[config.mk]
export PLATFORM = sky130hd
export DESIGN_NAME = grid_astar_path_with_occupancy
export DESIGN_NICKNAME = d
export VERILOG_FILES = /design/src/gap_pkg.sv /design/src/grid_astar_path_with_occupancy.sv
export SDC_FILE = /design/constraint.sdc
export NUM_CORES = 2
export LEC_CHECK = 0
export ABC_AREA = 1
export BUFFER_PORTS_ARGS = -buffer_cell sky130_fd_sc_hd__buf_4
export CAP_MARGIN = 20
export CORE_MARGIN = 1.5
export CORE_UTILIZATION = 45
export CTS_BUF_LIST = sky130_fd_sc_hd__clkbuf_4 sky130_fd_sc_hd__clkbuf_8
export DETAILED_ROUTE_END_ITERATION = 12
export GPL_TIMING_DRIVEN = 0
export PLACE_DENSITY = 0.64
export SLEW_MARGIN = 20
export SYNTH_ARGS = -nofsm -noshare
export SYNTH_HDL_FRONTEND = slang
export SYNTH_SLANG_ARGS = --single-unit
[constraint.sdc]
create_clock -name clk_i -period 6.69 [get_ports clk_i]
set_input_delay 0.3345 -clock clk_i [delete_from_list [all_inputs] [get_ports clk_i]]
set_output_delay 0.3345 -clock clk_i [all_outputs]
set_load 0.01 [all_outputs]
[src/gap_pkg.sv]
// Shared constants and codes for the grid path planner with cell occupancy.
package gap_pkg;

  // Map geometry: an 8 x 8 map, cell index is {x, y}
  localparam int GRID_DIM  = 8;
  localparam int CRD_W     = 3;
  localparam int CELLS     = 64;
  localparam int IDX_W     = 6;
  localparam int ID_BITS   = 8;
  localparam int COST_W    = 7;
  localparam int F_W       = 8;
  localparam int CMAP_W    = 2 + ID_BITS;
  localparam int SRCH_W    = 2 + COST_W;
  localparam int IN_DATA_W  = 24;
  localparam int OUT_DATA_W = 8;

  // Commands
  localparam logic [1:0] CMD_SET_OBST = 2'd0;
  localparam logic [1:0] CMD_OCCUPY   = 2'd1;
  localparam logic [1:0] CMD_VACATE   = 2'd2;
  localparam logic [1:0] CMD_FIND     = 2'd3;

  // Result status
  localparam logic [1:0] ST_DONE    = 2'd0;
  localparam logic [1:0] ST_REFUSED = 2'd1;
  localparam logic [1:0] ST_NO_PATH = 2'd2;

  // Search marks
  localparam logic [1:0] MARK_NONE   = 2'd0;
  localparam logic [1:0] MARK_OPEN   = 2'd1;
  localparam logic [1:0] MARK_CLOSED = 2'd2;

  // Step directions
  localparam logic [1:0] DIR_XP = 2'd0;
  localparam logic [1:0] DIR_XN = 2'd1;
  localparam logic [1:0] DIR_YP = 2'd2;
  localparam logic [1:0] DIR_YN = 2'd3;

  typedef enum logic [12:0] {
    S_IDLE   = 13'h0001,
    S_CMD    = 13'h0002,
    S_RES    = 13'h0004,
    S_CLR    = 13'h0008,
    S_INIT   = 13'h0010,
    S_SCAN   = 13'h0020,
    S_PICK   = 13'h0040,
    S_EXP_RD = 13'h0080,
    S_EXP_EV = 13'h0100,
    S_TRC_WR = 13'h0200,
    S_TRC_RD = 13'h0400,
    S_OUT_RD = 13'h0800,
    S_OUT_LD = 13'h1000
  } state_e;

  function automatic logic [CRD_W-1:0] absdiff(input logic [CRD_W-1:0] a,
                                               input logic [CRD_W-1:0] b);
    absdiff = (a > b) ? (a - b) : (b - a);
  endfunction

endpackage

[src/grid_astar_path_with_occupancy.sv]
// Grid path planner: cell map with occupancy and a memory-based A* search.
//
// Keeps an 8 x 8 cell map (obstacle, occupied, occupant id) and runs 4-connected
// A* with the Manhattan heuristic. Set obstacle, occupy and vacate each give
// one result. Find path first clears the search memory, then for each expanded
// cell scans all 64 search entries through the single read port of the search
// memory and checks up to four neighbours. The path is traced back from the
// goal and then goes out one cell per transaction, from start to goal. One item
// is worked at a time; a new item is taken once the last result of the previous
// one is in the output register.
module grid_astar_path_with_occupancy (
  input  logic                           clk_i,
  input  logic                           rst_ni,
  input  logic                           s_tvalid_i,
  output logic                           s_tready_o,
  // command[1:0], cell_x[4:2], cell_y[7:5], goal_x[10:8], goal_y[13:11],
  // npc_id[21:14], obstacle_flag[22], zero fill
  input  logic [gap_pkg::IN_DATA_W-1:0]  s_tdata_i,
  output logic                           m_tvalid_o,
  input  logic                           m_tready_i,
  // step_x[2:0], step_y[5:3], status[7:6]
  output logic [gap_pkg::OUT_DATA_W-1:0] m_tdata_o,
  output logic                           m_tlast_o
);

  localparam int IW = gap_pkg::IDX_W;
  localparam int CW = gap_pkg::CRD_W;
  localparam int GW = gap_pkg::COST_W;

  gap_pkg::state_e state_q, state_d;

  // Request registers
  logic [1:0]                  cmd_q;
  logic [IW-1:0]               st_q, gl_q;
  logic [gap_pkg::ID_BITS-1:0] id_q;
  logic                        flag_q;
  logic [1:0]                  res_st_q;

  // Search registers
  logic [IW:0]        cnt_q;
  logic               pend_q;
  logic [IW-1:0]      ridx_q;
  logic               none_q;
  logic [IW-1:0]      cur_q;
  logic [gap_pkg::F_W-1:0] bf_q;
  logic [GW-1:0]      bg_q;
  logic [1:0]         dir_q;
  logic [IW-1:0]      nb_q;
  logic [IW-1:0]      p_q;

  // Output register
  logic                 ov_q;
  logic [CW-1:0]        ox_q, oy_q;
  logic [1:0]           ost_q;
  logic                 olast_q;

  // Memories
  logic [gap_pkg::CMAP_W-1:0] cmap_mem [gap_pkg::CELLS];
  logic [gap_pkg::CELLS-1:0]  cmap_vld_q;
  logic [gap_pkg::SRCH_W-1:0] srch_mem [gap_pkg::CELLS];
  logic [1:0]                 par_mem  [gap_pkg::CELLS];
  logic [IW-1:0]              path_mem [gap_pkg::CELLS];

  logic                       cmap_re, cmap_we;
  logic [IW-1:0]              cmap_ra, cmap_wa;
  logic [gap_pkg::CMAP_W-1:0] cmap_wd, cmap_rq, cmap_rd;
  logic                       cmap_rv;
  logic                       srch_re, srch_we;
  logic [IW-1:0]              srch_ra, srch_wa;
  logic [gap_pkg::SRCH_W-1:0] srch_wd, srch_rd;
  logic                       par_re, par_we;
  logic [IW-1:0]              par_ra, par_wa;
  logic [1:0]                 par_wd, par_rd;
  logic                       path_re, path_we;
  logic [IW-1:0]              path_ra, path_wa;
  logic [IW-1:0]              path_rd;

  // Input unpack
  logic [1:0]    in_cmd;
  logic [CW-1:0] in_x, in_y, in_gx, in_gy;
  logic          in_acc, out_free, out_ld, off_map, goal_off;

  assign in_cmd = s_tdata_i[1:0];
  assign in_x   = s_tdata_i[4:2];
  assign in_y   = s_tdata_i[7:5];
  assign in_gx  = s_tdata_i[10:8];
  assign in_gy  = s_tdata_i[13:11];

  assign s_tready_o = (state_q == gap_pkg::S_IDLE);
  assign in_acc     = s_tvalid_i && s_tready_o;
  assign out_free   = !ov_q || m_tready_i;
  assign out_ld     = out_free && ((state_q == gap_pkg::S_RES) || (state_q == gap_pkg::S_OUT_LD));
  assign off_map    = (32'(in_x) >= gap_pkg::GRID_DIM) || (32'(in_y) >= gap_pkg::GRID_DIM);
  assign goal_off   = (32'(in_gx) >= gap_pkg::GRID_DIM) || (32'(in_gy) >= gap_pkg::GRID_DIM);

  // Cell map entry as read, unwritten entries read as free
  assign cmap_rd = cmap_rv ? cmap_rq : '0;

  // Scan evaluation
  logic [GW-1:0]           sc_g;
  logic [gap_pkg::F_W-1:0] sc_f;
  logic                    sc_take;
  assign sc_g = srch_rd[GW-1:0];
  assign sc_f = gap_pkg::F_W'(sc_g)
              + gap_pkg::F_W'(gap_pkg::absdiff(ridx_q[5:3], gl_q[5:3]))
              + gap_pkg::F_W'(gap_pkg::absdiff(ridx_q[2:0], gl_q[2:0]));
  assign sc_take = pend_q && (srch_rd[GW+1:GW] == gap_pkg::MARK_OPEN)
                 && (none_q || sc_f < bf_q || (sc_f == bf_q && sc_g > bg_q));

  // Neighbour address and bounds
  logic [CW-1:0] cx, cy;
  logic          nb_ok;
  logic [IW-1:0] nb_idx;
  assign cx = cur_q[5:3];
  assign cy = cur_q[2:0];
  always_comb begin
    nb_ok  = 1'b1;
    nb_idx = cur_q;
    case (dir_q)
      gap_pkg::DIR_XP: begin
        nb_ok  = (32'(cx) + 1) < gap_pkg::GRID_DIM;
        nb_idx = {cx + 3'd1, cy};
      end
      gap_pkg::DIR_XN: begin
        nb_ok  = (cx != '0);
        nb_idx = {cx - 3'd1, cy};
      end
      gap_pkg::DIR_YP: begin
        nb_ok  = (32'(cy) + 1) < gap_pkg::GRID_DIM;
        nb_idx = {cx, cy + 3'd1};
      end
      default: begin
        nb_ok  = (cy != '0);
        nb_idx = {cx, cy - 3'd1};
      end
    endcase
  end

  // Neighbour evaluation
  logic          nb_blk, nb_upd;
  logic [GW-1:0] ng;
  assign ng     = bg_q + 7'd1;
  assign nb_blk = cmap_rd[0] || (cmap_rd[1] && (cmap_rd[gap_pkg::CMAP_W-1:2] != id_q));
  assign nb_upd = (srch_rd[GW+1:GW] != gap_pkg::MARK_CLOSED) && !nb_blk
                && ((srch_rd[GW+1:GW] == gap_pkg::MARK_NONE) || (ng < srch_rd[GW-1:0]));

  // Parent step back
  logic [IW-1:0] p_prev;
  always_comb begin
    case (par_rd)
      gap_pkg::DIR_XP: p_prev = p_q - 6'd8;
      gap_pkg::DIR_XN: p_prev = p_q + 6'd8;
      gap_pkg::DIR_YP: p_prev = p_q - 6'd1;
      default:         p_prev = p_q + 6'd1;
    endcase
  end

  // Cell command outcome
  logic                       cmd_ok;
  logic [gap_pkg::CMAP_W-1:0] cmd_new;
  always_comb begin
    cmd_ok  = 1'b1;
    cmd_new = cmap_rd;
    case (cmd_q)
      gap_pkg::CMD_SET_OBST: cmd_new = {cmap_rd[gap_pkg::CMAP_W-1:1], flag_q};
      gap_pkg::CMD_OCCUPY: begin
        cmd_ok  = !cmap_rd[0] && !cmap_rd[1];
        cmd_new = {id_q, 1'b1, 1'b0};
      end
      default: begin
        cmd_ok  = !cmap_rd[0] && cmap_rd[1] && (cmap_rd[gap_pkg::CMAP_W-1:2] == id_q);
        cmd_new = '0;
      end
    endcase
  end

  // Memory port control
  always_comb begin
    cmap_re = 1'b0; cmap_ra = {in_x, in_y};
    cmap_we = 1'b0; cmap_wa = st_q; cmap_wd = cmd_new;
    srch_re = 1'b0; srch_ra = cnt_q[IW-1:0];
    srch_we = 1'b0; srch_wa = cnt_q[IW-1:0]; srch_wd = '0;
    par_re  = 1'b0; par_ra  = p_q;
    par_we  = 1'b0; par_wa  = nb_q; par_wd = dir_q;
    path_re = 1'b0; path_ra = cnt_q[IW-1:0];
    path_we = 1'b0; path_wa = cnt_q[IW-1:0];
    case (state_q)
      gap_pkg::S_IDLE: cmap_re = in_acc && (in_cmd != gap_pkg::CMD_FIND) && !off_map;
      gap_pkg::S_CMD:  cmap_we = cmd_ok;
      gap_pkg::S_CLR:  srch_we = 1'b1;
      gap_pkg::S_INIT: begin
        srch_we = 1'b1;
        srch_wa = st_q;
        srch_wd = {gap_pkg::MARK_OPEN, 7'd0};
      end
      gap_pkg::S_SCAN: srch_re = !cnt_q[IW];
      gap_pkg::S_PICK: begin
        srch_we = !none_q;
        srch_wa = cur_q;
        srch_wd = {gap_pkg::MARK_CLOSED, bg_q};
      end
      gap_pkg::S_EXP_RD: begin
        srch_re = nb_ok;
        srch_ra = nb_idx;
        cmap_re = nb_ok;
        cmap_ra = nb_idx;
      end
      gap_pkg::S_EXP_EV: begin
        srch_we = nb_upd;
        srch_wa = nb_q;
        srch_wd = {gap_pkg::MARK_OPEN, ng};
        par_we  = nb_upd;
      end
      gap_pkg::S_TRC_WR: begin
        path_we = 1'b1;
        par_re  = 1'b1;
      end
      gap_pkg::S_OUT_RD: path_re = 1'b1;
      default: ;
    endcase
  end

  // Memory arrays
  always_ff @(posedge clk_i) begin
    if (cmap_we) cmap_mem[cmap_wa] <= cmap_wd;
    if (cmap_re) cmap_rq <= cmap_mem[cmap_ra];
    if (srch_we) srch_mem[srch_wa] <= srch_wd;
    if (srch_re) srch_rd <= srch_mem[srch_ra];
    if (par_we)  par_mem[par_wa] <= par_wd;
    if (par_re)  par_rd <= par_mem[par_ra];
    if (path_we) path_mem[path_wa] <= p_q;
    if (path_re) path_rd <= path_mem[path_ra];
  end

  // Cell map valid bits
  always_ff @(posedge clk_i or negedge rst_ni) begin
    if (!rst_ni) begin
      cmap_vld_q <= '0;
      cmap_rv    <= 1'b0;
    end else begin
      if (cmap_we) cmap_vld_q[cmap_wa] <= 1'b1;
      if (cmap_re) cmap_rv <= cmap_vld_q[cmap_ra];
    end
  end

  // Sequencer
  always_comb begin
    state_d = state_q;
    case (state_q)
      gap_pkg::S_IDLE: begin
        if (in_acc) begin
          if (in_cmd == gap_pkg::CMD_FIND) begin
            state_d = (off_map || goal_off) ? gap_pkg::S_RES : gap_pkg::S_CLR;
          end else begin
            state_d = off_map ? gap_pkg::S_RES : gap_pkg::S_CMD;
          end
        end
      end
      gap_pkg::S_CMD:    state_d = gap_pkg::S_RES;
      gap_pkg::S_RES:    if (out_free) state_d = gap_pkg::S_IDLE;
      gap_pkg::S_CLR:    if (cnt_q[IW-1:0] == '1) state_d = gap_pkg::S_INIT;
      gap_pkg::S_INIT:   state_d = gap_pkg::S_SCAN;
      gap_pkg::S_SCAN:   if (cnt_q[IW] && !pend_q) state_d = gap_pkg::S_PICK;
      gap_pkg::S_PICK: begin
        if (none_q)            state_d = gap_pkg::S_RES;
        else if (cur_q == gl_q) state_d = gap_pkg::S_TRC_WR;
        else                   state_d = gap_pkg::S_EXP_RD;
      end
      gap_pkg::S_EXP_RD: begin
        if (nb_ok)                        state_d = gap_pkg::S_EXP_EV;
        else if (dir_q == gap_pkg::DIR_YN) state_d = gap_pkg::S_SCAN;
      end
      gap_pkg::S_EXP_EV:
        state_d = (dir_q == gap_pkg::DIR_YN) ? gap_pkg::S_SCAN : gap_pkg::S_EXP_RD;
      gap_pkg::S_TRC_WR:
        state_d = (p_q == st_q || cnt_q[IW-1:0] == '1) ? gap_pkg::S_OUT_RD
                                                       : gap_pkg::S_TRC_RD;
      gap_pkg::S_TRC_RD: state_d = gap_pkg::S_TRC_WR;
      gap_pkg::S_OUT_RD: state_d = gap_pkg::S_OUT_LD;
      gap_pkg::S_OUT_LD: begin
        if (out_free) state_d = (cnt_q == '0) ? gap_pkg::S_IDLE : gap_pkg::S_OUT_RD;
      end
      default: state_d = gap_pkg::S_IDLE;
    endcase
  end

  always_ff @(posedge clk_i or negedge rst_ni) begin
    if (!rst_ni) begin
      state_q <= gap_pkg::S_IDLE;
      ov_q    <= 1'b0;
      pend_q  <= 1'b0;
      none_q  <= 1'b1;
      cnt_q   <= '0;
      dir_q   <= gap_pkg::DIR_XP;
    end else begin
      state_q <= state_d;
      if (out_ld)          ov_q <= 1'b1;
      else if (m_tready_i) ov_q <= 1'b0;
      case (state_q)
        gap_pkg::S_IDLE: begin
          cnt_q <= '0;
          if (in_acc) begin
            res_st_q <= (in_cmd == gap_pkg::CMD_FIND) ? gap_pkg::ST_NO_PATH
                                                      : gap_pkg::ST_REFUSED;
          end
        end
        gap_pkg::S_CMD: res_st_q <= cmd_ok ? gap_pkg::ST_DONE : gap_pkg::ST_REFUSED;
        gap_pkg::S_RES: begin
          if (out_free) begin
            ox_q    <= '0;
            oy_q    <= '0;
            ost_q   <= res_st_q;
            olast_q <= 1'b1;
          end
        end
        gap_pkg::S_CLR: cnt_q <= cnt_q + 7'd1;
        gap_pkg::S_INIT: begin
          cnt_q  <= '0;
          pend_q <= 1'b0;
          none_q <= 1'b1;
        end
        gap_pkg::S_SCAN: begin
          pend_q <= !cnt_q[IW];
          ridx_q <= cnt_q[IW-1:0];
          if (!cnt_q[IW]) cnt_q <= cnt_q + 7'd1;
          if (sc_take) begin
            none_q <= 1'b0;
            cur_q  <= ridx_q;
            bf_q   <= sc_f;
            bg_q   <= sc_g;
          end
        end
        gap_pkg::S_PICK: begin
          dir_q <= gap_pkg::DIR_XP;
          cnt_q <= '0;
          p_q   <= cur_q;
        end
        gap_pkg::S_EXP_RD: begin
          nb_q <= nb_idx;
          if (!nb_ok) dir_q <= dir_q + 2'd1;
          if (!nb_ok && dir_q == gap_pkg::DIR_YN) begin
            cnt_q  <= '0;
            none_q <= 1'b1;
            pend_q <= 1'b0;
          end
        end
        gap_pkg::S_EXP_EV: begin
          dir_q <= dir_q + 2'd1;
          if (dir_q == gap_pkg::DIR_YN) begin
            cnt_q  <= '0;
            none_q <= 1'b1;
            pend_q <= 1'b0;
          end
        end
        gap_pkg::S_TRC_WR: begin
          if (!(p_q == st_q || cnt_q[IW-1:0] == '1)) cnt_q <= cnt_q + 7'd1;
        end
        gap_pkg::S_TRC_RD: p_q <= p_prev;
        gap_pkg::S_OUT_LD: begin
          if (out_free) begin
            ox_q    <= path_rd[5:3];
            oy_q    <= path_rd[2:0];
            ost_q   <= gap_pkg::ST_DONE;
            olast_q <= (cnt_q == '0);
            if (cnt_q != '0) cnt_q <= cnt_q - 7'd1;
          end
        end
        default: ;
      endcase
    end
  end

  // Request capture
  always_ff @(posedge clk_i) begin
    if (in_acc) begin
      cmd_q  <= in_cmd;
      st_q   <= {in_x, in_y};
      gl_q   <= {in_gx, in_gy};
      id_q   <= s_tdata_i[21:14];
      flag_q <= s_tdata_i[22];
    end
  end

  assign m_tvalid_o = ov_q;
  assign m_tdata_o  = {ost_q, oy_q, ox_q};
  assign m_tlast_o  = olast_q;

endmodule
* After elaboration in Yosys (flattened, before gate mapping)
Memory sizes are Yosys's and may differ from the RTL's. A register that Yosys moved wholly into a read port is not among the register bits.
Index checks and enable logic that the tools add are counted.
** Cells by class
- Bitwise logic cells :: 1
- $lt $le $gt $ge :: 10
- Multipliers :: 0
- Reduce and logical (&&, ||, !) cells :: 59
- Mux-type cells :: 79
- Equality and inequality tests :: 42
- Add/subtract/negate cells :: 20
- Shift operators :: 0
- Div/mod/pow operators :: 0
** Operator list (count)
- one-hot mux 13 bit (13 select lines) :: 1
- 2-to-1 mux 13 bit :: 7
- bitwise OR 64 bit :: 1
- one-hot mux 6 bit (3 select lines) :: 3
- one-hot mux 7 bit (7 select lines) :: 1
- 2-to-1 mux 7 bit :: 6
- 2-to-1 mux 10 bit :: 3
- one-hot mux 9 bit (3 select lines) :: 1
- 2-to-1 mux 1 bit :: 24
- 2-to-1 mux 12 bit :: 2
- inequality test 2 bit (second input constant) :: 12
- one-hot mux 10 bit (2 select lines) :: 1
- equality test 8 bit :: 2
- logical AND 1 bit :: 15
- 2-to-1 mux 3 bit :: 5
- adder 7 x 1 -> 7 bit (second input constant) :: 2
- less-than comparator 6 x 7 -> 1 bit (second input constant) :: 2
- nonzero test 7 bit :: 2
- equality test 13 x 1 -> 1 bit (second input constant) :: 1
- equality test 13 x 10 -> 1 bit (second input constant) :: 1
- equality test 13 x 11 -> 1 bit (second input constant) :: 1
- equality test 13 x 12 -> 1 bit (second input constant) :: 1
- equality test 13 bit (second input constant) :: 1
- equality test 13 x 2 -> 1 bit (second input constant) :: 1
- 59 further kinds :: 115
** Word-level totals
- Bits in latches :: 0
- Memories :: 4
- Word-level logic and storage cells :: 240
- Memory bits (read-only) :: 0
- Output and inout bits :: 11
- Bits of input ports :: 28
- Memory bits (writable) :: 1728
- Register bits after elaboration :: 163
** Memory list
- cmap_mem :: words 64, bits a word 10, rd ports 1, clocked after memory_dff 1, write ports 1, RTL line grid_astar_path_with_occupancy.sv:58 : logic [gap_pkg::CMAP_W-1:0] cmap_mem [gap_pkg::CELLS];
- srch_mem :: words 64, bits a word 9, rd ports 1, clocked after memory_dff 1, write ports 1, RTL line grid_astar_path_with_occupancy.sv:60 : logic [gap_pkg::SRCH_W-1:0] srch_mem [gap_pkg::CELLS];
- path_mem :: words 64, bits a word 6, rd ports 1, clocked after memory_dff 1, write ports 1, RTL line grid_astar_path_with_occupancy.sv:62 : logic [IW-1:0] path_mem [gap_pkg::CELLS];
- par_mem :: words 64, bits a word 2, rd ports 1, clocked after memory_dff 1, write ports 1, RTL line grid_astar_path_with_occupancy.sv:61 : logic [1:0] par_mem [gap_pkg::CELLS];

* Longest topological paths before layout
- Word-level depth :: 10
- Gate-level depth with buffers :: 25
- Gate-level depth less buffers :: 25

* Worst setup path before layout
OpenSTA, ideal clock, no wires.
- Kind :: register to register
- Start :: reg gl_q[1]
- End :: reg bf_q[0] (netlist bit), enable pin
- Setup time :: 0.425 ns
- Arrival time :: 5.271 ns
- Buffers on the path :: 0
- Data required time :: 6.265 ns
- Period minus slack after synthesis :: 5.697 ns
- Stages on the path, launching flop included :: 22
- Slack :: 0.993 ns
- Path through :: edfxtp_1 inv_1 ha_1 nand2_1 o21ai_0 mux2_2 fa_1 inv_1 ha_1 inv_1 fa_1 o22ai_1 xor2_1 inv_1 ha_1 a21oi_1 nor2_1 a211oi_1 o21ai_0 nand3_1 nand2_1 nor3_1
** On the way
- Word-level cells in the longest chain between the ends :: 8
- Elaborated cells on any way between the ends :: 12
- Classes of those cells :: add/sub (3); order compare (2); eq/ne (1); mux (1); reduce/logical (5)
** Ends and longest elaborated chain
- from (decl) :: RTL line grid_astar_path_with_occupancy.sv:34 : logic [IW-1:0] st_q, gl_q;
- from (signal assigned) :: RTL line grid_astar_path_with_occupancy.sv:378 : gl_q <= {in_gx, in_gy};
- subtractor 3 bit or > comparator 3 bit (tied branches) :: RTL line gap_pkg.sv:57 : absdiff = (a > b) ? (a - b) : (b - a);
- 2-to-1 mux 3 bit (*) :: RTL line gap_pkg.sv:57
- adder 8 x 3 -> 8 bit (*) :: RTL line grid_astar_path_with_occupancy.sv:106 : + gap_pkg::F_W'(gap_pkg::absdiff(ridx_q[2:0], gl_q[2:0]));
- named net sc_f, one bit :: RTL line grid_astar_path_with_occupancy.sv:101 : logic [gap_pkg::F_W-1:0] sc_f;
- less-than comparator 8 bit or equality test 8 bit (tied branches) :: RTL line grid_astar_path_with_occupancy.sv:108 : && (none_q || sc_f < bf_q || (sc_f == bf_q && sc_g > bg_q));
- logical OR 1 bit or logical AND 1 bit (tied branches) :: RTL line grid_astar_path_with_occupancy.sv:108
- logical OR 1 bit (*) :: RTL line grid_astar_path_with_occupancy.sv:108
- logical AND 1 bit (*) :: RTL line grid_astar_path_with_occupancy.sv:108
- AND reduction 3 bit (no source line) (*)
- to (signal assigned) :: RTL line grid_astar_path_with_occupancy.sv:329 : bf_q <= sc_f;
- to (decl) :: RTL line grid_astar_path_with_occupancy.sv:45 : logic [gap_pkg::F_W-1:0] bf_q;
Mark *: on every way through the listed nets, which the timed path passes. The rest lies on a longest branch.
A chain may end at the register's enable or synchronous reset.

* Final worst setup path
- Start :: reg gl_q[2]
- End :: reg bf_q[4] (netlist bit), enable pin
Same word-level chain as after synthesis.

==> flow_metrics.env <==
export IMPL_yosysWarnings=0
export IMPL_min_period_ns=5.538
export IMPL_drc=0
export IMPL_syn_avg_cell_area_sq_um=12.97
export IMPL_design_die_area_sq_um=179700
export IMPL_path_delay_family="adder cells"
export IMPL_post_cts_resized=0
export IMPL_cpMostUsedCell="inv_1"
export IMPL_hold_buffers=42
export IMPL_cp_required_ns=7.46
export IMPL_initial_core_util_pct=45.27
export IMPL_ys_flop_type="edfxtp_1"
export IMPL_dr_first_iter_drc_count=6317
export IMPL_area_growth_syn_to_layout_pct=14.46
export IMPL_seq_area_frac_synth_pct=71.69
export IMPL_routedWlPerCell_um=24.79
export IMPL_num_io_pins=39
export IMPL_placeableCoreArea_sq_um=176100
export IMPL_grt_setup_unrepaired="no"
export IMPL_worst_ep_arrival_time_ns=6.31
export IMPL_synthDominantCellAreaShare_pct=68.86
export IMPL_regToRegSetupSlack_ns=1.15
export IMPL_rows=154
export IMPL_slew_headroom_pct=18.38
export IMPL_fin_cells=9200
export IMPL_final_util_pct=51.81
export IMPL_ir_drop_v=0.0002323
export IMPL_synth_area_top_cells="edfxtp_1 69%, o211ai_1 5.8%, nand3_1 3.3%"
export IMPL_io_buffers=37
export IMPL_max_freq_mhz=180.6
export IMPL_hold_viol=0
export IMPL_grt_use_total_pct=25.05
export IMPL_tns_ns=0
export IMPL_setup_violations_final=0
export IMPL_dp_hpwl_um=154400
export IMPL_cts_sinks=1918
export IMPL_clk_pin_slew_worst_paths_ns=0.06
export IMPL_finalCritPeriodShare_pct=82.78
export IMPL_via_per_inst=5.803
export IMPL_skew_ns=0.1017
export IMPL_hold_class="in -> async"
export IMPL_grt_remaining_overflow=0
export IMPL_drive_gt1_share_pct=13.46
export IMPL_post_synth_top_area_cell="edfxtp_1"
export IMPL_place_ws_ns=1.136
export IMPL_synthDistinctLibCells=63
export IMPL_max_slew_worst_pin_slew_ns=1.224
export IMPL_die_w_um=423.9
export IMPL_synthCells=6148
export IMPL_end_kind="register"
export IMPL_grt_pass1_wl_um=334000
export IMPL_syn_area_sq_um=79720
export IMPL_criticalPathCategory="reg -> reg"
export IMPL_cts_setup_buffers=0
export IMPL_tritoncts="yes"
export IMPL_layout_nets=6708
export IMPL_wl_um=228100
export IMPL_maxCapViolations=0
export IMPL_fin_ws_ns=1.152
export IMPL_numCtsBuffers=325
export IMPL_critical_path_max_fanout=10
export IMPL_hold_ws_ns=0.06738
export IMPL_power_density_nw_per_um2=329.8
export IMPL_clk_latency_ns=1.07
export IMPL_synth_seq_cells=1918
export IMPL_vias=53390
export IMPL_n_fill_cell=14910
export IMPL_ant_nets=0
export IMPL_max_stage_delay_ns=0.46
export IMPL_cts_root_buf="clkbuf_8"
export IMPL_start_kind="register"
export IMPL_synth_edff_count=1828
export IMPL_antenna_found_initial=6
export IMPL_status="finished, final reports clean"
export IMPL_grt_pass1_vias=51660
export IMPL_dpl_cell_count=8592
export IMPL_synthArstFlopShare_pct=4.692
export IMPL_p_leak_nw=30.07
export IMPL_crit_chain="inv_1 -> ha_1 -> a21oi_1 -> o21ai_0 -> o21ai_0 -> mux2_2 -> fa_1 -> inv_1 -> ha_1 -> inv_1 -> fa_1 -> o22ai_1 -> xor2_1 -> inv_1 -> ha_1 -> a21oi_1 -> nor2_1 -> a211oi_1 -> o21ai_0 -> nand3_1 -> nand2_1 -> nor3_2 -> buf_6 -> buf_4"
export IMPL_grt_max_degree=93
export IMPL_crit_slowest_cell="nor3_2"
export IMPL_dr_pass1_iters=6
export IMPL_critPathBufInv=6
export IMPL_syn_nets=6234
export IMPL_die_h_um=423.9
export IMPL_slew_violations=0
export IMPL_cts_buffer_depth=4
export IMPL_place_gp_congestion=0.9519
export IMPL_cts_htree_levels=5
cells by family (layout without fill, tap and decap cells):
kind of cell,count (synthesis),in the layout,share of synthesized area [%]
flops,1918,1918,71.69
compound gates,1267,1267,10.67
xor+xnor,32,32,0.3610
simple gates,2083,2083,12.13
mux,4,4,0.05179
buf+inv,786,1488,4.078
other cells,0,10,0
fa+ha+maj,58,58,1.023
per-stage QoR:
| stage | cell area [sq um] | power (mW) |
|---|---|---|
| 2_1_floorplan | 79720 | 17.38 |
| 3_3_place_gp | 82920 | 19.80 |
| 3_5_place_dp | 84750 | 20.13 |
| 4_1_cts | 91210 | 30.07 |
| 5_1_grt | 91240 | 31.12 |
| 6_report | 91250 | 30.09 |
synth_stat cells (5+ instances only):
master and instances:
xnor2_1 7, a22o_1 14, a22oi_1 55, o211ai_1 613, o2bb2ai_1 11, nand2_1 502, nand2_2 19, buf_4 5
or2_2 68, o22ai_1 54, inv_2 15, nand4_1 74, or2_0 137, buf_1 19, nor2_4 10, ha_1 46
a21oi_1 30, clkbuf_1 176, a221oi_1 52, nor3_1 13, xor2_1 24, edfxtp_1 1828, buf_2 144, o21ai_2 6
o21ai_0 384, buf_6 12, nor2_1 633, inv_1 406, o221ai_1 10, fa_1 12, o21ai_1 22, or2_1 83
nand3_1 523, dfrtp_1 88
worst register-to-register path, delay by kind of cell, from the launching register on:
| kind | cells | cell delay (ns) |
|---|---|---|
| adders and majority gates | 5 | 1.67 |
| AOI/OAI and AO/OA | 7 | 1.13 |
| and+or+nand+nor | 4 | 0.75 |
| buffers and inverters | 6 | 0.70 |
| DFF | 1 | 0.42 |
| muxes | 1 | 0.40 |
| xor gates and xnor gates | 1 | 0.17 |
layout by cell type, fill, tap and decap left out, drive strengths merged, types with 12 or more instances in the layout:
cell type and count:
clkbuf 618, nor2 647, nand2 525, clkinv 106
o22ai 54, a22oi 55, nor3 15, fa 12
o21ai 412, xor2 25, or2 288, o211ai 613
inv 427, a21oi 33, ha 46, buf 285
dlygate4sd3 42, a22o 14, nand3 526, edfxtp 1828
dfrtp 88, a221oi 52, nand4 74
sequential cells by signal (all words and copies together), names as in the netlist, 7 cells and up:
signal	count
cmap_mem	640
srch_mem	576
path_mem	384
par_mem	128
cmap_vld_q	64
state_q	13
cmap_rq	10
srch_rd	9
bf_q	8
id_q	8
bg_q	7
cnt_q	7
metal layers:
metal	vias up	GRT usage [%]	wire length (um)
met5	-	0	0
met4	0	10.60	9923
met3	537	5.057	20880
met2	2797	38.15	102900
met1	26340	35.08	94330
li1	23720	-	-
final cells by class:
class / instances / area, sq um / area share, %
sequential: 1918 / 57150 / 62.64
clock inverter: 113 / 618.1 / 0.6774
multi-input combinational: 3444 / 19550 / 21.43
buffer: 356 / 1633 / 1.789
tap: 2340 / 2928 / 3.209
clock buffer: 442 / 5426 / 5.947
antenna: 10 / 25.02 / 0.02742
timing repair buffer: 147 / 2282 / 2.501
inverter: 430 / 1628 / 1.784
final timing paths:
check,startpoint,to,depth (start not counted)
worst max-delay path,gl_q[2]$_DFFE_PP_,bf_q[4]$_DFFE_PP_,24
worst min-delay path,rst_ni,state_q[1]$_DFFE_PN0P_,2
worst max register to register,gl_q[2]$_DFFE_PP_,bf_q[4]$_DFFE_PP_,24
worst min register to register,cnt_q[4]$_DFFE_PN0P_,ridx_q[4]$_DFFE_PP_,0
max in group asynchronous,rst_ni,dir_q[0]$_DFFE_PN0P_,2
min in group clk_i,s_tdata_i[5],cmap_wa[0]$_DFFE_PP_,2
power by group:
part | switching (mW) | leakage, nW | internal (mW)
combinational | 4.50 | 9.66 | 1.83
sequential | 0.141 | 17.2 | 13.6
clock | 4.62 | 3.21 | 5.42
No activity file was read; power rests on OpenSTA's default activity.
